### config.mk
export PLATFORM = sky130hd
export DESIGN_NAME = bbl_queue
export DESIGN_NICKNAME = d
export VERILOG_FILES = /design/src/hw/rtl/bbl_pkg.sv /design/src/hw/rtl/bbl_queue.sv
export SDC_FILE = /design/constraint.sdc
export NUM_CORES = 1
export LEC_CHECK = 0
export ABC_CLOCK_PERIOD_IN_PS = 6800
export BUFFER_PORTS_ARGS = -buffer_cell sky130_fd_sc_hd__buf_2
export CAP_MARGIN = 15
export CORE_MARGIN = 4
export CORE_UTILIZATION = 42
export DETAILED_ROUTE_END_ITERATION = 8
export SLEW_MARGIN = 15
export SYNTH_ARGS = -nofsm -noshare
export SYNTH_HDL_FRONTEND = slang
export SYNTH_SLANG_ARGS = --single-unit
### constraint.sdc
create_clock -name clk -period 6.8 [get_ports clk]
set_input_delay 0.68 -clock clk [delete_from_list [all_inputs] [get_ports clk]]
set_output_delay 0.68 -clock clk [all_outputs]
set_load 0.03 [all_outputs]
### src/hw/rtl/bbl_pkg.sv
// Shared types and constants for the 3x3 box blur.
package bbl_pkg;

	localparam int PIX_W         = 16;
	localparam int COORD_W       = 10;
	localparam int DIM_W         = 11;
	localparam int LIMIT_DIM     = 1024;
	localparam int MAX_WIDTH_DEF = 1024;

	localparam logic [DIM_W-1:0] DIM_MIN   = DIM_W'(3);
	localparam logic [DIM_W-1:0] DIM_RESET = DIM_W'(17);
	localparam logic [DIM_W-1:0] DIM_LIMIT = DIM_W'(LIMIT_DIM);

	// nine-tap sum and divide by nine as multiply by reciprocal
	localparam int SUM_W      = PIX_W + 4;
	localparam int DIV9_MUL_W = 20;
	localparam int DIV9_SHIFT = 23;
	localparam logic [DIV9_MUL_W-1:0] DIV9_MUL = DIV9_MUL_W'(932068);
	localparam int PROD_W     = SUM_W + DIV9_MUL_W;

	localparam int QDEPTH = 8;
	localparam int QPTR_W = 3;
	localparam int QCNT_W = 4;

	localparam int APB_AW    = 3;
	localparam int APB_DW    = 32;
	localparam int REG_IDX_W = 1;
	localparam logic [REG_IDX_W-1:0] REG_WIDTH  = 1'b0;
	localparam logic [REG_IDX_W-1:0] REG_HEIGHT = 1'b1;

	typedef struct packed {
		logic [PIX_W-1:0] pixel_value;
		logic             frame_start;
	} pix_in_t;

	typedef struct packed {
		logic [PIX_W-1:0]   out_value;
		logic [COORD_W-1:0] out_row;
		logic [COORD_W-1:0] out_col;
		logic               run_last;
	} result_t;

	typedef struct packed {
		logic [DIM_W-1:0] width;
		logic [DIM_W-1:0] height;
	} dims_t;

	typedef struct packed {
		logic               has_int;
		logic [PIX_W-1:0]   int_value;
		logic [COORD_W-1:0] int_row;
		logic [COORD_W-1:0] int_col;
		logic               has_bdr;
		logic [PIX_W-1:0]   bdr_value;
		logic [COORD_W-1:0] bdr_row;
		logic [COORD_W-1:0] bdr_col;
	} entry_t;

endpackage

### src/hw/rtl/bbl_queue.sv
// Short queue of classified words between the front and back parts.
module bbl_queue (
	input  logic                        clk,
	input  logic                        arst_n,
	input  logic                        push,
	input  bbl_pkg::entry_t             wdata,
	input  logic                        pop,
	output bbl_pkg::entry_t             rdata,
	output logic                        nonempty,
	output logic [bbl_pkg::QCNT_W-1:0]  count
);

	bbl_pkg::entry_t               mem_q [bbl_pkg::QDEPTH];
	logic [bbl_pkg::QPTR_W-1:0]    wr_ptr_q;
	logic [bbl_pkg::QPTR_W-1:0]    rd_ptr_q;
	logic [bbl_pkg::QCNT_W-1:0]    count_q;

	always_ff @(posedge clk or negedge arst_n) begin
		if (!arst_n) begin
			wr_ptr_q <= '0;
			rd_ptr_q <= '0;
			count_q  <= '0;
		end else begin
			if (push) begin
				wr_ptr_q <= wr_ptr_q + 1'b1;
			end
			if (pop) begin
				rd_ptr_q <= rd_ptr_q + 1'b1;
			end
			if (push && !pop) begin
				count_q <= count_q + 1'b1;
			end else if (pop && !push) begin
				count_q <= count_q - 1'b1;
			end
		end
	end

	always_ff @(posedge clk) begin
		if (push) begin
			mem_q[wr_ptr_q] <= wdata;
		end
	end

	assign rdata    = mem_q[rd_ptr_q];
	assign nonempty = (count_q != '0);
	assign count    = count_q;

	a_no_overflow: assert property (@(posedge clk) disable iff (!arst_n)
		push |-> (count_q != bbl_pkg::QCNT_W'(bbl_pkg::QDEPTH)))
		else $error("queue push while full");

	a_no_underflow: assert property (@(posedge clk) disable iff (!arst_n)
		pop |-> (count_q != '0))
		else $error("queue pop while empty");

endmodule

==> impl_metrics.json <==
{
  "die_x_um": 241.1,
  "synth_top_cells_by_count": "edfxtp_1, mux4_2, mux2_2, buf_2, clkbuf_1",
  "cts-root-buf": "clkbuf_16",
  "numClockSinks": 602,
  "hp-class": "in -> reg",
  "fmax_mhz": 239.4,
  "period_needed_ns": 4.176,
  "fin_cells": 1858,
  "synthesis.nets": 999,
  "grt_pass1_vias": 10791,
  "clock_path_buffers": 3,
  "async_flop_share": 0.01661,
  "num_vias": 9896,
  "critical_path_required_ns": 6.12,
  "rows": 85,
  "antenna_found_initial": 6,
  "drc_errors": 0,
  "netlist_area_um2": 22820,
  "grt_first_pass_wirelength_um": 67640,
  "io_buffers": 156,
  "p_per_area_nw_per_um2": 454.9,
  "clkLatencyLatePin_ns": 0.60,
  "die-area_um2": 58110,
  "synth_area_per_cell_um2": 24.94,
  "synth_top_flop_cell": "edfxtp_1",
  "gr-total-overflow": 0,
  "ys_ff_latch": 602,
  "htree_levels": 2,
  "grt_max_degree": 71,
  "tightest_slew_ns": 1.082,
  "synth-edff-count": 592,
  "timing.rr.start": "wr_ptr_q[1]$_DFFE_PN0P_",
  "cp_max_fo": 46,
  "synth_compound_gate_area_share": 0.001810,
  "post_synth_inst_count": 915,
  "synth_top_family_by_area": "multiplexers",
  "placed_area_um2": 24430,
  "hold_viol_final": 0,
  "cpPeakStageDelay_ns": 1.06,
  "crit_buf_inv": 2,
  "slowest_stage": "dfrtp_4",
  "synthToLayoutAreaGrowth_pct": 15.56,
  "rsz0062_at_grt": "false",
  "cts_tree": "built",
  "hold_path.startpoint": "pop",
  "drv_cap": 0,
  "final_area_um2": 26370,
  "end_kind": "output pin",
  "die_h_um": 241.1,
  "drive_gt1_frac": 0.4266,
  "ctsResizeCount": 0,
  "crit_arrival_ns": 3.50,
  "nNetsFinal": 1191,
  "drt-wirelength-per-cell_um": 24.17,
  "fin_skew_ns": 0.01410,
  "fin_tns_setup_ns": 0,
  "synth-simple-area-share": 0.005155,
  "drtPass1Iterations": 6,
  "initial_utilization": 0.4240,
  "hold_ws_ns": 0.3256,
  "cp_top_family": "flip-flops",
  "vias_per_cell": 5.326,
  "startpoint": "rd_ptr_q[0]$_DFFE_PN0P_",
  "power_leakage_uw": 0.008513,
  "drt_wl_total_um": 44900,
  "yosys.area.top_type_share": 0.7792,
  "synthAdderAreaFrac": 0.003619,
  "relSlewSlack": 0.2787,
  "core_um2": 53810,
  "dp_hpwl_um": 23450,
  "setup_viol": 0,
  "gp_congestion": 0.6953,
  "initialDrtViolationCount": 677,
  "synth-xor-area-share": 0.002303,
  "post-route-period-util": 0.6142,
  "yosysMostFrequentCell": "edfxtp_1",
  "path_clk_slew_ns": 0.06,
  "crit_chain": "buf_4 -> mux4_2 -> mux2_2 -> buf_2",
  "outcome": "completed",
  "dp_cells": 1740,
  "io_pins": 157,
  "yosysWarningCount": 0,
  "path_class": "reg -> out",
  "grt_usage": 0.1559,
  "start_kind": "flip-flop",
  "yosysTopAreaCell": "edfxtp_1",
  "peakVddDrop_v": 0.0003044,
  "cts_buffers": 60,
  "route.antenna.remaining_nets": 0,
  "drv_slew": 0,
  "synthDistinctLibCells": 26,
  "yosysSeqAreaShare": 0.7901,
  "synthTopCellsByArea": "edfxtp_1, mux4_2, mux2_2",
  "total_power_uw": 11990,
  "synthMuxAreaShare": 0.1845
}
## worst reg2reg max path: stages, from the launching register on
cell	delay (ns)
dfrtp_1	0.40
nand2b_1	0.32
nor2_4	0.70
buf_4	0.97
## where the power goes
part | total [uW] | leakage (uW) | switching, uW | internal, uW
clock network | 3200 | 0.000940 | 1340 | 1860
logic | 3810 | 0.00208 | 2210 | 1600
registers | 4980 | 0.00549 | 319 | 4660
## area by class of cell
class,count,area (um^2)
Inverter,2,7.507
Tap cell,696,870.8
Clock buffer,69,1556
Timing Repair Buffer,173,960.9
Multi-Input combinational cell,268,4559
Fill cell,4338,27450
Clock inverter,44,361.6
Sequential cell,602,18040
Antenna cell,4,10.01
## stage by stage
stage / worst slack [ns] / util
after floorplan: 0.4077 / -
after global placement: 3.123 / 0.4539
after detailed placement: 3.131 / 0.4539
after CTS: 2.460 / 0.4897
after global routing: 2.321 / 0.4898
final: 2.624 / 0.4899
## routing by layer
layer / wire length [um] / GRT usage / part of all wire
met1: 18960 / 0.2027 / 0.42
met2: 22830 / 0.2668 / 0.51
met3: 2149 / 0.03680 / 0.048
met4: 935 / 0.04278 / 0.021
met5: 33 / 0 / 0.00073
## logic make-up after synthesis
family	count (synthesis)
XOR/XNOR	6
flip-flops	602
AO/OA/AOI/OAI	6
multiplexers	226
adder cells (fa/ha/maj)	6
AND/OR/NAND/NOR	24
buffers and inverters	45
## worst paths after layout
path	endpoint	slack [ns]	cells past startpoint
setup / recovery	rdata[57]	2.62	4
hold / removal	rd_ptr_q[0]$_DFFE_PN0P_	0.33	2
setup reg to reg	mem_q[1][29]$_DFFE_PP_	3.99	3
hold reg to reg	wr_ptr_q[1]$_DFFE_PN0P_	0.56	1
max in group asynchronous	rd_ptr_q[2]$_DFFE_PN0P_	6.08	2
min in group asynchronous	count[1]$_DFFE_PN0P_	0.48	2
## cell usage in the layout, fill, tap and decap left out, types with 2 or more instances in the layout
cell type | synthesis | final
inv_1 | 2 | 2
clkbuf_16 | 0 | 61
nor3_2 | 0 | 2
xnor2_1 | 4 | 4
ha_1 | 5 | 5
o211ai_1 | 2 | 2
nand2_1 | 6 | 6
mux2_2 | 77 | 77
buf_2 | 14 | 156
dfrtp_1 | 10 | 7
buf_4 | 0 | 12
inv_6 | 0 | 2
clkinv_1 | 0 | 19
clkinvlp_4 | 0 | 3
clkinv_2 | 0 | 14
or4_1 | 2 | 2
edfxtp_1 | 592 | 592
dfrtp_4 | 0 | 3
diode_2 | 0 | 4
nand2b_1 | 3 | 3
nand3_1 | 2 | 2
nor2_4 | 0 | 6
a21oi_1 | 2 | 2
mux4_2 | 148 | 148
bufinv_16 | 0 | 6
xor2_1 | 2 | 2
clkbuf_1 | 14 | 8
buf_12 | 0 | 4
## registers in the layout, indices dropped and copies added (netlist names)
name / flops
count: 4
rd_ptr_q: 3
mem_q: 592
wr_ptr_q: 3
## timing repair
action | in CTS | in global routing
hold buffers | 1 | 0
setup buffers | 0 | 0
endpoints found under the hold margin | 10 | 0
Note: power is estimated with default switching activity, not from simulation.
