<file path="src/hw/rtl/bbl_pkg.sv">
// Shared types and constants for the 3x3 box blur.
package bbl_pkg;

	localparam int PIX_W         = 16;
	localparam int COORD_W       = 10;
	localparam int DIM_W         = 11;
	localparam int LIMIT_DIM     = 1024;
	localparam int MAX_WIDTH_DEF = 1024;

	localparam logic [DIM_W-1:0] DIM_MIN   = DIM_W'(3);
	localparam logic [DIM_W-1:0] DIM_RESET = DIM_W'(17);
	localparam logic [DIM_W-1:0] DIM_LIMIT = DIM_W'(LIMIT_DIM);

	// nine-tap sum and divide by nine as multiply by reciprocal
	localparam int SUM_W      = PIX_W + 4;
	localparam int DIV9_MUL_W = 20;
	localparam int DIV9_SHIFT = 23;
	localparam logic [DIV9_MUL_W-1:0] DIV9_MUL = DIV9_MUL_W'(932068);
	localparam int PROD_W     = SUM_W + DIV9_MUL_W;

	localparam int QDEPTH = 8;
	localparam int QPTR_W = 3;
	localparam int QCNT_W = 4;

	localparam int APB_AW    = 3;
	localparam int APB_DW    = 32;
	localparam int REG_IDX_W = 1;
	localparam logic [REG_IDX_W-1:0] REG_WIDTH  = 1'b0;
	localparam logic [REG_IDX_W-1:0] REG_HEIGHT = 1'b1;

	typedef struct packed {
		logic [PIX_W-1:0] pixel_value;
		logic             frame_start;
	} pix_in_t;

	typedef struct packed {
		logic [PIX_W-1:0]   out_value;
		logic [COORD_W-1:0] out_row;
		logic [COORD_W-1:0] out_col;
		logic               run_last;
	} result_t;

	typedef struct packed {
		logic [DIM_W-1:0] width;
		logic [DIM_W-1:0] height;
	} dims_t;

	typedef struct packed {
		logic               has_int;
		logic [PIX_W-1:0]   int_value;
		logic [COORD_W-1:0] int_row;
		logic [COORD_W-1:0] int_col;
		logic               has_bdr;
		logic [PIX_W-1:0]   bdr_value;
		logic [COORD_W-1:0] bdr_row;
		logic [COORD_W-1:0] bdr_col;
	} entry_t;

endpackage

</file>
<file path="src/hw/rtl/bbl_stream_if.sv">
// Valid/ready stream channel with a typed payload.
interface bbl_stream_if #(
	parameter type T = logic
) ();
	logic valid;
	logic ready;
	T     data;

	modport source (output valid, output data, input ready);
	modport sink   (input valid, input data, output ready);
endinterface

</file>
<file path="src/hw/rtl/bbl_back.sv">
// Back part: splits each queued word into its results behind an output register.
module bbl_back (
	input  logic            clk,
	input  logic            arst_n,
	input  bbl_pkg::entry_t entry,
	input  logic            entry_valid,
	output logic            pop,
	bbl_stream_if.source    results
);

	logic              phase_q;
	logic              out_valid_q;
	bbl_pkg::result_t  out_q;
	bbl_pkg::result_t  res;
	logic              first, load;

	assign first = entry.has_int && !phase_q;
	assign load  = entry_valid && (!out_valid_q || results.ready);

	always_comb begin
		if (first) begin
			res.out_value = entry.int_value;
			res.out_row   = entry.int_row;
			res.out_col   = entry.int_col;
			res.run_last  = !entry.has_bdr;
		end else begin
			res.out_value = entry.bdr_value;
			res.out_row   = entry.bdr_row;
			res.out_col   = entry.bdr_col;
			res.run_last  = 1'b1;
		end
	end

	assign pop = load && res.run_last;

	always_ff @(posedge clk or negedge arst_n) begin
		if (!arst_n) begin
			phase_q     <= 1'b0;
			out_valid_q <= 1'b0;
		end else begin
			if (!out_valid_q || results.ready) begin
				out_valid_q <= entry_valid;
			end
			if (load) begin
				phase_q <= !res.run_last;
			end
		end
	end

	always_ff @(posedge clk) begin
		if (load) begin
			out_q <= res;
		end
	end

	assign results.valid = out_valid_q;
	assign results.data  = out_q;

	a_phase_pairs: assert property (@(posedge clk) disable iff (!arst_n)
		phase_q |-> (entry_valid && entry.has_int && entry.has_bdr))
		else $error("second result pending without a two-result word");

endmodule

</file>
<file path="src/flat_wrapper.sv">
// flat-port wrapper written by rule: the top's interface ports become plain ports
module bbl_back_flat 
  (clk, arst_n, entry, entry_valid, pop, results_valid, results_data, results_ready);
  bbl_stream_if results_i ();
  input  logic clk;
  input  logic arst_n;
  input  bbl_pkg::entry_t entry;
  input  logic entry_valid;
  output logic pop;
  output wire logic [$bits(results_i.valid)-1:0] results_valid;
  output wire logic [$bits(results_i.data)-1:0] results_data;
  input wire logic [$bits(results_i.ready)-1:0] results_ready;
  assign results_valid = results_i.valid;
  assign results_data = results_i.data;
  assign results_i.ready = results_ready;
  bbl_back u_core (.clk(clk), .arst_n(arst_n), .entry(entry), .entry_valid(entry_valid), .pop(pop), .results(results_i));
endmodule
</file>
<file path="config.mk">
export PLATFORM = sky130hd
export DESIGN_NAME = bbl_back_flat
export DESIGN_NICKNAME = d
export VERILOG_FILES = /design/src/hw/rtl/bbl_pkg.sv /design/src/hw/rtl/bbl_stream_if.sv /design/src/hw/rtl/bbl_back.sv /design/src/flat_wrapper.sv
export SDC_FILE = /design/constraint.sdc
export NUM_CORES = 1
export LEC_CHECK = 0
export ABC_AREA = 0
export BUFFER_PORTS_ARGS = -buffer_cell sky130_fd_sc_hd__buf_2
export CAP_MARGIN = 20
export CORE_MARGIN = 5
export CORE_UTILIZATION = 11
export CTS_CLUSTER_DIAMETER = 200
export DETAILED_ROUTE_END_ITERATION = 10
export GPL_TIMING_DRIVEN = 1
export HOLD_SLACK_MARGIN = 0.12
export PLACE_DENSITY = 0.77
export SKIP_CTS_REPAIR_TIMING = 1
export SLEW_MARGIN = 20
export SYNTH_ARGS = -nofsm -noshare
export SYNTH_HDL_FRONTEND = slang
export SYNTH_SLANG_ARGS = --single-unit
</file>
<file path="constraint.sdc">
create_clock -name clk -period 1 [get_ports clk]
set_input_delay 0.1 -clock clk [delete_from_list [all_inputs] [get_ports clk]]
set_output_delay 0.1 -clock clk [all_outputs]
set_load 0.05 [all_outputs]
</file>
==> results of run 1 <==
registers in the layout, summed over array words and instances (netlist names):
register              cells
u_core.phase_q            1
u_core.results.valid      1
u_core.results.data       1
layout make-up:
cell class	count	share of cell area (%)
inverter	2	2.59
timing repair buffer	12	30.2
multi-input combinational	6	23.7
tap	15	6.47
sequential	3	28.0
clock buffer	4	9.05
critical path: cells and delay by family, from the launching register on:
| kind | cells | cell delay (ns) |
|---|---|---|
| DFF | 1 | 0.37 |
| and+or+nand+nor | 2 | 0.32 |
| buffers and inverters | 1 | 0.14 |
power breakdown:
group	internal [W]	switching, W	total, W
clock	0.000150	0.0000628	0.000212
combinational	0.0000566	0.0000550	0.000112
sequential	0.000140	0.00000627	0.000146
total	0.000346	0.000124	0.000470
Yosys cell counts:
library cell,n
sky130_fd_sc_hd__and3b_1,1
sky130_fd_sc_hd__nand2b_4,1
sky130_fd_sc_hd__nor2_1,1
sky130_fd_sc_hd__edfxtp_1,1
sky130_fd_sc_hd__nand2_2,1
sky130_fd_sc_hd__inv_1,2
sky130_fd_sc_hd__dfrtp_1,2
sky130_fd_sc_hd__or2b_1,1
sky130_fd_sc_hd__mux2_4,1
path summary, 6_finish.rpt:
kind	from	end	slack, ns	depth (start not counted)
max reg2reg	u_core.phase_q	u_core.results.data	-0.04	3
min	arst_n	u_core.results.valid	0.18	2
max	u_core.phase_q	pop	-0.17	3
min reg2reg	u_core.phase_q	u_core.phase_q	0.60	2
min in group clk	entry_valid	u_core.results.data	0.22	3
max in group asynchronous	arst_n	u_core.results.valid	0.71	2
layer usage:
layer | vias to the layer above | global-route usage [%] | part of all wire, %
li1 | 65 | - | -
met1 | 54 | 4.68 | 43
met2 | 12 | 3.85 | 32
met3 | 4 | 2.37 | 13
met4 | 0 | 11.9 | 12
met5 | - | 0 | 0
kinds of logic after synthesis:
family        after synthesis  share of synthesized area (%)
buf+inv                     2                           5.27
simple gates                5                           28.1
flops                       3                           56.1
mux                         1                           10.5
stage by stage:
step                      setup TNS, ns  setup WS, ns  cells  utilization (%)  power, W
after global routing             -0.302        -0.229     42             22.9  0.000516
after floorplan                  -0.191       -0.0965     11                -  0.000209
after global placement         -0.00483      -0.00483     34             17.0  0.000231
after CTS                        -0.263        -0.263     38             19.0  0.000456
final                            -0.207        -0.172     42             22.9  0.000470
after detailed placement       -0.00733      -0.00733     34             17.0  0.000233
==> results by stage, run 1 <==
Synthesis:
- The top cell type by area accounts for 35.1% of the synthesized area.
- The number of warning messages in the yosys log is 0.
- After synthesis the cells add up to 143 um2.
- The part of the Yosys area used for sequential elements is 56.1%.
- The synthesized design contains 3 register bits.
- The synthesized netlist net count is 89.
- In this run, distinct cell masters in the synthesized netlist total 9.
- Yosys attributes the largest share of cell area to sky130_fd_sc_hd__dfrtp_1 (35%), sky130_fd_sc_hd__edfxtp_1 (21%), sky130_fd_sc_hd__mux2_4 (11%), sky130_fd_sc_hd__nand2b_4 (9.6%), sky130_fd_sc_hd__and3b_1 (6.1%).
- The synthesized design spends more area on one cell type than any other, namely sky130_fd_sc_hd__dfrtp_1.
- Synthesis produced a netlist whose cell count is 11.
- The synthesized area divided by synthesized cell count is 13.0 um2.

Routing:
- The first routing iteration left 0 violations.
- After detailed routing, the number of vias per cell comes to 3.21.
- For this run, the detailed router's first-pass iteration total came to 1.
- The detailed-route wire length per cell is 8.55 um.
- The via count is 135.
- The count of nets left with antenna violations once routing finished came out at 0.
- The total routed wirelength is 359 um.
- The DRC violations left is 0.

Layout:
- Compared with the post-synthesis result, the final layout area differs by 104%.
- The most frequent standard cell in the layout excluding fill and tap cells is sky130_fd_sc_hd__buf_2.
- The area of all sequential standard cells is 81.3 um2.
- After the last flow step, the layout net total stands at 106.
- The number of antenna diodes in the final layout is 0.
- The number of filler instances in the final layout is 143.
- After routing the design area is 290 um2.
- The area taken by multi-input logic gates is 68.8 um2.
- In the layout the commonest cells are sky130_fd_sc_hd__buf_2 (6), sky130_fd_sc_hd__clkbuf_4 (4), sky130_fd_sc_hd__inv_1 (2), sky130_fd_sc_hd__dlygate4sd3_1 (2), sky130_fd_sc_hd__buf_4 (2).
- The fraction of layout cells with a size suffix above 1 is 70.4%.

Setup path:
- The highest fanout seen on the critical path is 3.
- The slowest stage of the critical path belongs to the cell sky130_fd_sc_hd__dfrtp_1.
- At the worst endpoint, the arrival time is 1.07 ns.
- The worst setup path is of the flop to output port kind.
- STA classifies the critical path endpoint as an output port.
- The launching element type of the critical path is a flop.
- The signal on the critical path passes through and3b_2 -> nor2_4 -> buf_8.
- The worst path required time is 0.90 ns.
- On the worst path, the slowest cell contributes a delay of 0.37 ns.

Timing:
- The worst-case setup margin in the final layout is -0.172 ns.
- The maximum clock frequency is 854 MHz.
- Setup repair after global routing could not meet its margin everywhere.
- The final-report max-slew violation count is 0.
- The worst-case clock skew is 0.000927 ns.
- Headroom to the max-slew limit came out at 83.5%.
- The final number of hold-violating endpoints is 0.
- The portion of the clock cycle consumed by the worst path in the final layout is 117%.
- At the pin with the least slew margin, the transition time is 0.249 ns.
- The number of setup violations in the final report is 2.
- Counting I/O delays and the setup requirement, the final critical path takes 1.17 ns.
- Hold timing on the final database bottoms out at a slack of 0.181 ns.

Floorplan:
- The floorplan step set the die height to 46.0 um.
- The area enclosed by the die boundary is 2120 um2.
- In this run the standard cell core region covers 1270 um2.
- After floorplanning, the core was divided into 13 placement rows.
- 81 I/O pins were placed.
- Measured along the x axis, the die boundary spans 46.0 um.
- Once the floorplan was initialized, standard cells occupied 11.2% of the core.

Clocking:
- The longest clock path from root to sink contains 2 buffers.
- The clock latency of the later-clocked register in the worst-skew pair is 0.23 ns.
- CTS placed an instance of sky130_fd_sc_hd__clkbuf_4 at the clock tree root.
- CTS built an H-tree with a depth of 1.
- The count of clock tree sinks is 3.
- Buffers inserted during clock tree synthesis total 3.
- After clock tree synthesis, the clock-pin slew on the worst setup and hold paths is 0.04 ns.
- The clock tree from TritonCTS is built.

Run:
- The number of max-cap violations is 0.

GRT:
- The largest net degree at the start of global routing is 4.
- The first global-routing pass estimated 538 um of wire.
- The initial antenna violation count came to 0.
- The total overflow left after global routing is 0.
- Global routing consumed, over all layers together, 4.86% of the routing resources.
- The number of global-route vias before repair is 137.

Pwr:
- For this design the static power due to leakage is 0.146 nW.
- VDD sags by at most 0.386 mV.
- In this run the power density over the cells is 1620 nW/um2.

Placed design:
- The weighted congestion reported at the end of routability-driven placement is 0.559.
- The number of input and output port buffers inserted is 8.
- The instance area after placement is 215 um2.

Run status:
- The final reports fail on negative setup slack.
- The run finished, with violations left.

Hold path:
- The class of the worst hold path is primary input to async pin.
Note: power is estimated with default switching activity, not from simulation.
==> run 2, diff against run 1 <==
- BUFFER_PORTS_ARGS: -buffer_cell sky130_fd_sc_hd__buf_2 -> -buffer_cell sky130_fd_sc_hd__clkbuf_2
- CORE_MARGIN: 5 -> 4
==> run 2 against run 1 <==
The flow still finishes with violations (negative setup slack). Clock power about the same. Worst setup slack better by 0.0097 ns. Via count down 4.4%. Register-to-register slack better by 0.07 ns.
==> results by stage, run 2 (synthesis results as in run 1) <==
Routing:
- In the final routed layout, each cell accounts on average for 8.68 um.
- After detailed routing, the number of vias per cell comes to 3.23.
- The detail route stage leaves a number of antenna-violating nets equal to 0.
- The DRC marker count from the first detailed-route iteration is 0.
- In the routed design, unresolved DRC markers number 0.
- The count of TritonRoute iterations in the first routing pass is 1.
- Across all layers, the routed design uses 129 vias.
- The final layout contains routed wiring with a total length of 347 um.

Run status:
- The run finished, with violations left.
- The final reports fail on negative setup slack.

Timing:
- Measured against its own limit, the worst slew margin works out to 81.7%.
- Setup repair after global routing could not meet its margin everywhere.
- For the pin with the worst max-slew slack, the measured transition is 0.276 ns.
- The worst path uses 116% of the clock period.
- For this run, the top clock speed supported by timing is 861 MHz.
- The final number of hold-violating endpoints is 0.
- The worst-case setup margin in the final layout is -0.162 ns.
- For the finished layout, the period the worst path requires is 1.16 ns.
- The number of setup violations in the final report is 1.
- The final-report max-slew violation count was 0.
- The worst-case clock skew is 0.00205 ns.

GRT:
- The first global-routing pass estimated 552 um of wire.
- The initial antenna violation count is 0.
- The number of global-route vias before repair came to 127.
- The global router's overall resource usage is 4.66%.
- The largest net degree at the start of global routing is 4.
- The total overflow left after global routing is 0.

Clocking:
- After clock tree synthesis, the clock-pin slew on the worst setup and hold paths is 0.04 ns.
- The clock latency of the later-clocked register in the worst-skew pair is 0.23 ns.
- The number of buffers created by CTS is 3.
- In this run the deepest clock path goes through 2 buffers.
- TritonCTS built the clock tree.
- The clock root buffer master is sky130_fd_sc_hd__clkbuf_4.
- In this run the number of H-tree levels came out at 1.
- For this design, the sink count on the clock tree is 3.

Hold path:
- The path class of the tightest hold or removal check is primary input to async pin.

Layout:
- The total inserted antenna cells is 0.
- Cells with a size suffix above 1 make up 69.2% of the layout.
- From synthesis to final layout, the design area changed by 101%.
- The number of filler instances in the final layout is 129.
- The library cells used most frequently in the layout, excluding fill and tap cells, are sky130_fd_sc_hd__clkbuf_2 (6), sky130_fd_sc_hd__clkbuf_4 (3), sky130_fd_sc_hd__inv_1 (2), sky130_fd_sc_hd__dlygate4sd3_1 (2), sky130_fd_sc_hd__buf_4 (2).
- The most frequent standard cell in the layout excluding fill and tap cells is sky130_fd_sc_hd__clkbuf_2.
- The total number of nets in the final design is 105.
- The area taken by multi-input logic gates is 68.8 um2.
- Excluding fillers, the count of instances in the completed layout stands at 40.
- The sequential cells in the finished layout cover a total of 81.3 um2.

Pwr:
- The clock network accounts for 45.2% of the total power.
- The power density over cell area is 1640 nW/um2.
- In this run, flip-flops and latches consume 30.9% of the power.
- The design draws 0.000469 W.
- The worst-case IR drop observed on VDD is 0.693 mV.
- Of the total power, the share spent switching nets is 26.4%.
- The analysis attributes to net switching a power of 0.000124 W.
- Cell internal power was estimated by the tool at 0.000346 W.
- In this run the static leakage power is 0.145 nW.
- The combinational power share is 23.9%.

Placed design:
- The number of input and output port buffers inserted is 8.
- At the end of routability-driven placement, the weighted congestion stood at 0.650.
- The number of placed instances, taps included, is 33.

Setup path:
- Walking the worst path, the cells encountered are and3b_2 -> nor2_4 -> buf_12.
- STA classifies the critical path startpoint as a flop.
- The worst reg2reg path depth is 3.
- By startpoint and endpoint, the worst setup path is classified as flop to output port.
- The worst path required time is 0.90 ns.
- The worst-path cell with the longest stage delay is sky130_fd_sc_hd__dfrtp_1.
- Setup slack on the worst reg-to-reg path comes out at 0.03 ns.
- The critical register-to-register path startpoint is u_core.results.valid.
- At the worst endpoint, the arrival time is 1.06 ns.
- Of all nets on the critical path, the largest fanout is 3.
- For this run, the slowest stage of the critical path takes 0.36 ns.
- In this run the critical register-to-register path is captured at u_core.phase_q.
- The endpoint class of the critical path is an output port.

Floorplan:
- The area enclosed by the die boundary is 1940 um2.
- The initial core utilization is 12.3%.
- The floorplan has 12 rows.
- For this design the top-level I/O count stands at 81.
- In this run the vertical extent of the chip is 44.0 um.
- In this run the horizontal extent of the chip is 44.0 um.
- The total area inside the core boundary comes to 1160 um2.

Run:
- Max-cap violations in this run came to 0.
run 2: cell count changes in the layout (fill, tap and decap cells not counted), sizes merged:
cell / change
buf: -6
clkbuf: +5
run 2: worst max-delay path by stage:
| stage | start | endpoint | cells after the start |
|---|---|---|---|
| after CTS | u_core.phase_q | pop | 3 |
| final | u_core.phase_q | pop | 3 |
| after global placement | u_core.results.valid | u_core.phase_q | 3 |
| after detailed placement | u_core.results.valid | u_core.phase_q | 3 |
| after floorplan | u_core.results.valid | u_core.phase_q | 3 |
| after global routing | u_core.phase_q | pop | 3 |
run 2: per-stage QoR:
step                hold slack, ns  TNS (ns)  setup slack (ns)  instance area [um2]  util [%]
floorplan                   -0.196    -0.191           -0.0965                  156         -
global placement            -0.108         0            0.0331                  229      19.8
detailed placement          -0.104         0            0.0327                  229      19.8
CTS                         -0.353    -0.208            -0.197                  255      22.1
global route                 0.181    -0.212            -0.212                  287      24.8
finish                       0.193    -0.162            -0.162                  287      24.8
run 2: final cells by class:
class / count / share of cell area (%)
inverters: 2 / 2.62
well taps: 14 / 6.11
clock buffers: 4 / 9.17
repair buffers: 11 / 29.7
multi-input cells: 6 / 24.0
flip-flops and latches: 3 / 28.4
run 2: worst max-delay path: cells and delay by family, from the launching register on:
family	cells	cell delay, ns
flops	1	0.36
simple gates	2	0.33
buf+inv	1	0.14
run 2: power groups by stage:
stage	Sequential, W	Combinational (W)	Clock (W)
2_1_floorplan	0.000163	0.0000460	0
3_3_place_gp	0.000147	0.0000966	0
3_5_place_dp	0.000147	0.0000971	0
4_1_cts	0.000146	0.0000975	0.000221
5_1_grt	0.000146	0.000120	0.000247
6_report	0.000145	0.000112	0.000212
run 2: metal layers:
| layer | track usage, % | routed length, um | up-vias |
|---|---|---|---|
| met5 | 0 | 0 | - |
| met4 | 1.81 | 0 | 0 |
| met3 | 6.50 | 56 | 0 |
| met2 | 5.81 | 164 | 8 |
| met1 | 4.13 | 126 | 57 |
| li1 | - | - | 64 |
==> run 3, diff against run 2 <==
- PLACE_DENSITY: 0.77 -> not set
- PLACE_DENSITY_LB_ADDON: not set -> 0.2
==> run 3 against run 2 <==
The run still ends with negative setup slack left. Wire length fell by 9.8%. Critical path type unchanged. Highest routed layer is now met4. Clock-buffer cell count did not move. Clock skew shrank 0.0016 ns. Sequential share of layout area rose by 2.1 points. Sequential cell count did not move. Worst setup slack worse by 0.00069 ns. First-iteration DRC count up 4.
==> results by stage, run 3 (synthesis results as in run 1) <==
Timing:
- Setup repair after global routing could not meet its margin everywhere.
- The maximum clock frequency is 860 MHz.
- Summed over all failing endpoints, the final setup total negative slack is -0.163 ns.
- The final-report max-slew violation count is 0.
- The smallest clock period supported by the final layout is computed as 1.16 ns.
- The portion of the clock cycle consumed by the worst path in the final layout is 116%.
- The worst-case clock skew is 0.000496 ns.
- The worst-case setup margin in the final layout is -0.163 ns.
- The remaining max-slew budget at the tightest pin is 81.5%.
- The transition time at the pin with the least slew margin is 0.278 ns.
- The number of setup violations in the final report is 1.
- The final number of hold-violating endpoints is 0.

Routing:
- The DRC violations left is 0.
- The count of nets left with antenna violations once routing finished came out at 0.
- Summed over all nets, wire length on met2 after detailed routing comes to 133 um.
- The routed layout has 121 vias.
- The detailed router put a total of 102 um of wire on met1.
- The count of TritonRoute iterations in the first routing pass is 2.
- The routed length on met3 is 69 um.
- The first routing iteration left 4 violations.
- The uppermost layer routed is met4.
- The average via count per standard cell is 3.18.
- Dividing the detail-routed wire length by the instance count gives 8.24 um.
- The total routed wirelength is 313 um.

Setup path:
- The setup check on the worst reg-to-reg path leaves a slack of 0.03 ns.
- Data on the critical path arrives at its endpoint at 1.06 ns.
- The number of cells on the worst reg-to-reg path is 3.
- The worst path required time is 0.90 ns.
- The critical path is of the flop to output port type.
- The worst setup path startpoint is u_core.phase_q.
- In this run the worst path has a maximum fanout of 3.
- The worst setup path is captured at an output port.
- In this run the critical register-to-register path is captured at u_core.phase_q.
- The most critical setup path has its endpoint at pop.
- The critical register-to-register path startpoint is u_core.results.valid.
- STA classifies the critical path startpoint as a flop.

GRT:
- The number of global-route vias before repair is 128.
- Global routing used 3.91% of the available tracks.
- The largest net degree at the start of global routing is 4.
- The remaining global-route overflow is 0.
- The initial antenna violation count is 0.
- The first global-routing pass estimated 448 um of wire.

Layout:
- After the flow finishes, the layout carries non-filler instances totaling 38.
- Leaving out fill and tap cells, the most frequent cells in the layout are sky130_fd_sc_hd__clkbuf_2 (6), sky130_fd_sc_hd__clkbuf_4 (3), sky130_fd_sc_hd__inv_1 (2).
- Compared with the post-synthesis result, the final layout area differs by 86.8%.
- At the end of the flow, the number of nets in the layout was 103.
- The total inserted antenna cells is 0.
- The fraction of layout cells with a size suffix above 1 is 70.8%.
- Summing all non-filler instances in the final layout gives an area of 267 um2.
- The most frequent standard cell in the layout excluding fill and tap cells is sky130_fd_sc_hd__clkbuf_2.

Floorplan:
- The placeable core region is 1160 um2.
- The floorplan step set the die width to 44.0 um.
- Once the floorplan was initialized, standard cells occupied 12.3% of the core.
- The die is 44.0 um tall.
- For this design the top-level I/O count stands at 81.
- In this run the core area contains 12 standard-cell rows.
- The area enclosed by the die boundary is 1940 um2.

Placed design:
- The setup slack at placement is 0.0220 ns.
- The instance area after placement is 229 um2.
- Once placement completed, the tool counted placed cells totaling 33.
- The weighted congestion reported at the end of routability-driven placement is 0.606.
- The post-detailed-placement half-perimeter wirelength is 261 um.
- During placement, the flow inserted port buffers numbering 8.

Pwr:
- Across the VDD grid, the largest voltage drop is 0.446 mV.
- Overall power consumption after layout is estimated at 0.000459 W.
- For this design the ratio of total power to cell area is 1720 nW/um2.
- The static leakage is 0.133 nW.

Clocking:
- Counting every sink on the clock net gives 3.
- In this run the number of H-tree levels came out at 1.
- The number of buffers created by CTS is 3.
- The clock tree from TritonCTS is built.
- The maximum buffer depth of the clock tree is 2.
- The clock latency of the later-clocked register in the worst-skew pair is 0.23 ns.
- The clock-pin slew on the worst setup and hold paths is 0.03 ns.
- The clock root buffer master is sky130_fd_sc_hd__clkbuf_4.

Run status:
- The checks that failed: negative setup slack.
- The flow ran to the end, but the final reports show violations.

Hold path:
- In this run the worst hold path is classified as primary input to flop.

Run:
- The number of max-cap violations is 0.
## run 3: changes by cell type in the layout (fill, tap and decap cells not counted), sizes merged
cell         previous run  this run
buf                     3         2
dlygate4sd3             2         1
## run 3: per-stage QoR
step	utilization, %	hold WS, ns
global placement	19.8	-0.112
floorplan	-	-0.196
finish	23.1	0.112
detailed placement	19.8	-0.111
global route	23.1	0.133
CTS	22.1	-0.366
## run 3: how the worst min path moves through the flow
stage / start / endpoint / slack, ns / cells past startpoint
after floorplan: arst_n / u_core.phase_q / -0.20 / 0
after global placement: arst_n / u_core.phase_q / -0.11 / 1
after detailed placement: arst_n / u_core.phase_q / -0.11 / 1
after CTS: arst_n / u_core.phase_q / -0.37 / 1
after global routing: entry_valid / u_core.results.valid / 0.13 / 2
final: entry_valid / u_core.results.valid / 0.11 / 2
## run 3: cell type report
class / count / area, um2
timing repair buffer: 9 / 65.1
tap: 14 / 17.5
clock buffer: 4 / 26.3
multi-input combinational: 6 / 68.8
inverter: 2 / 7.51
fill: 134 / 890
sequential: 3 / 81.3
## run 3: routing by layer
metal | global-route usage, % | up-vias
met4 | 3.61 | 0
met5 | 0 | -
li1 | - | 59
met3 | 5.28 | 2
met2 | 5.23 | 9
met1 | 2.43 | 51
## run 3: report_power, final
| group | switching (W) | internal, W | leakage, nW |
|---|---|---|---|
| Sequential | 0.00000580 | 0.000140 | 0.0317 |
| Clock | 0.0000640 | 0.000150 | 0.0150 |
| Combinational | 0.0000533 | 0.0000466 | 0.0868 |
## run 3: critical path, cell delays in order (launching register included)
cell and delay, ns:
sky130_fd_sc_hd__dfrtp_1 0.36, sky130_fd_sc_hd__and3b_2 0.28, sky130_fd_sc_hd__nor2_4 0.04, sky130_fd_sc_hd__buf_12 0.14
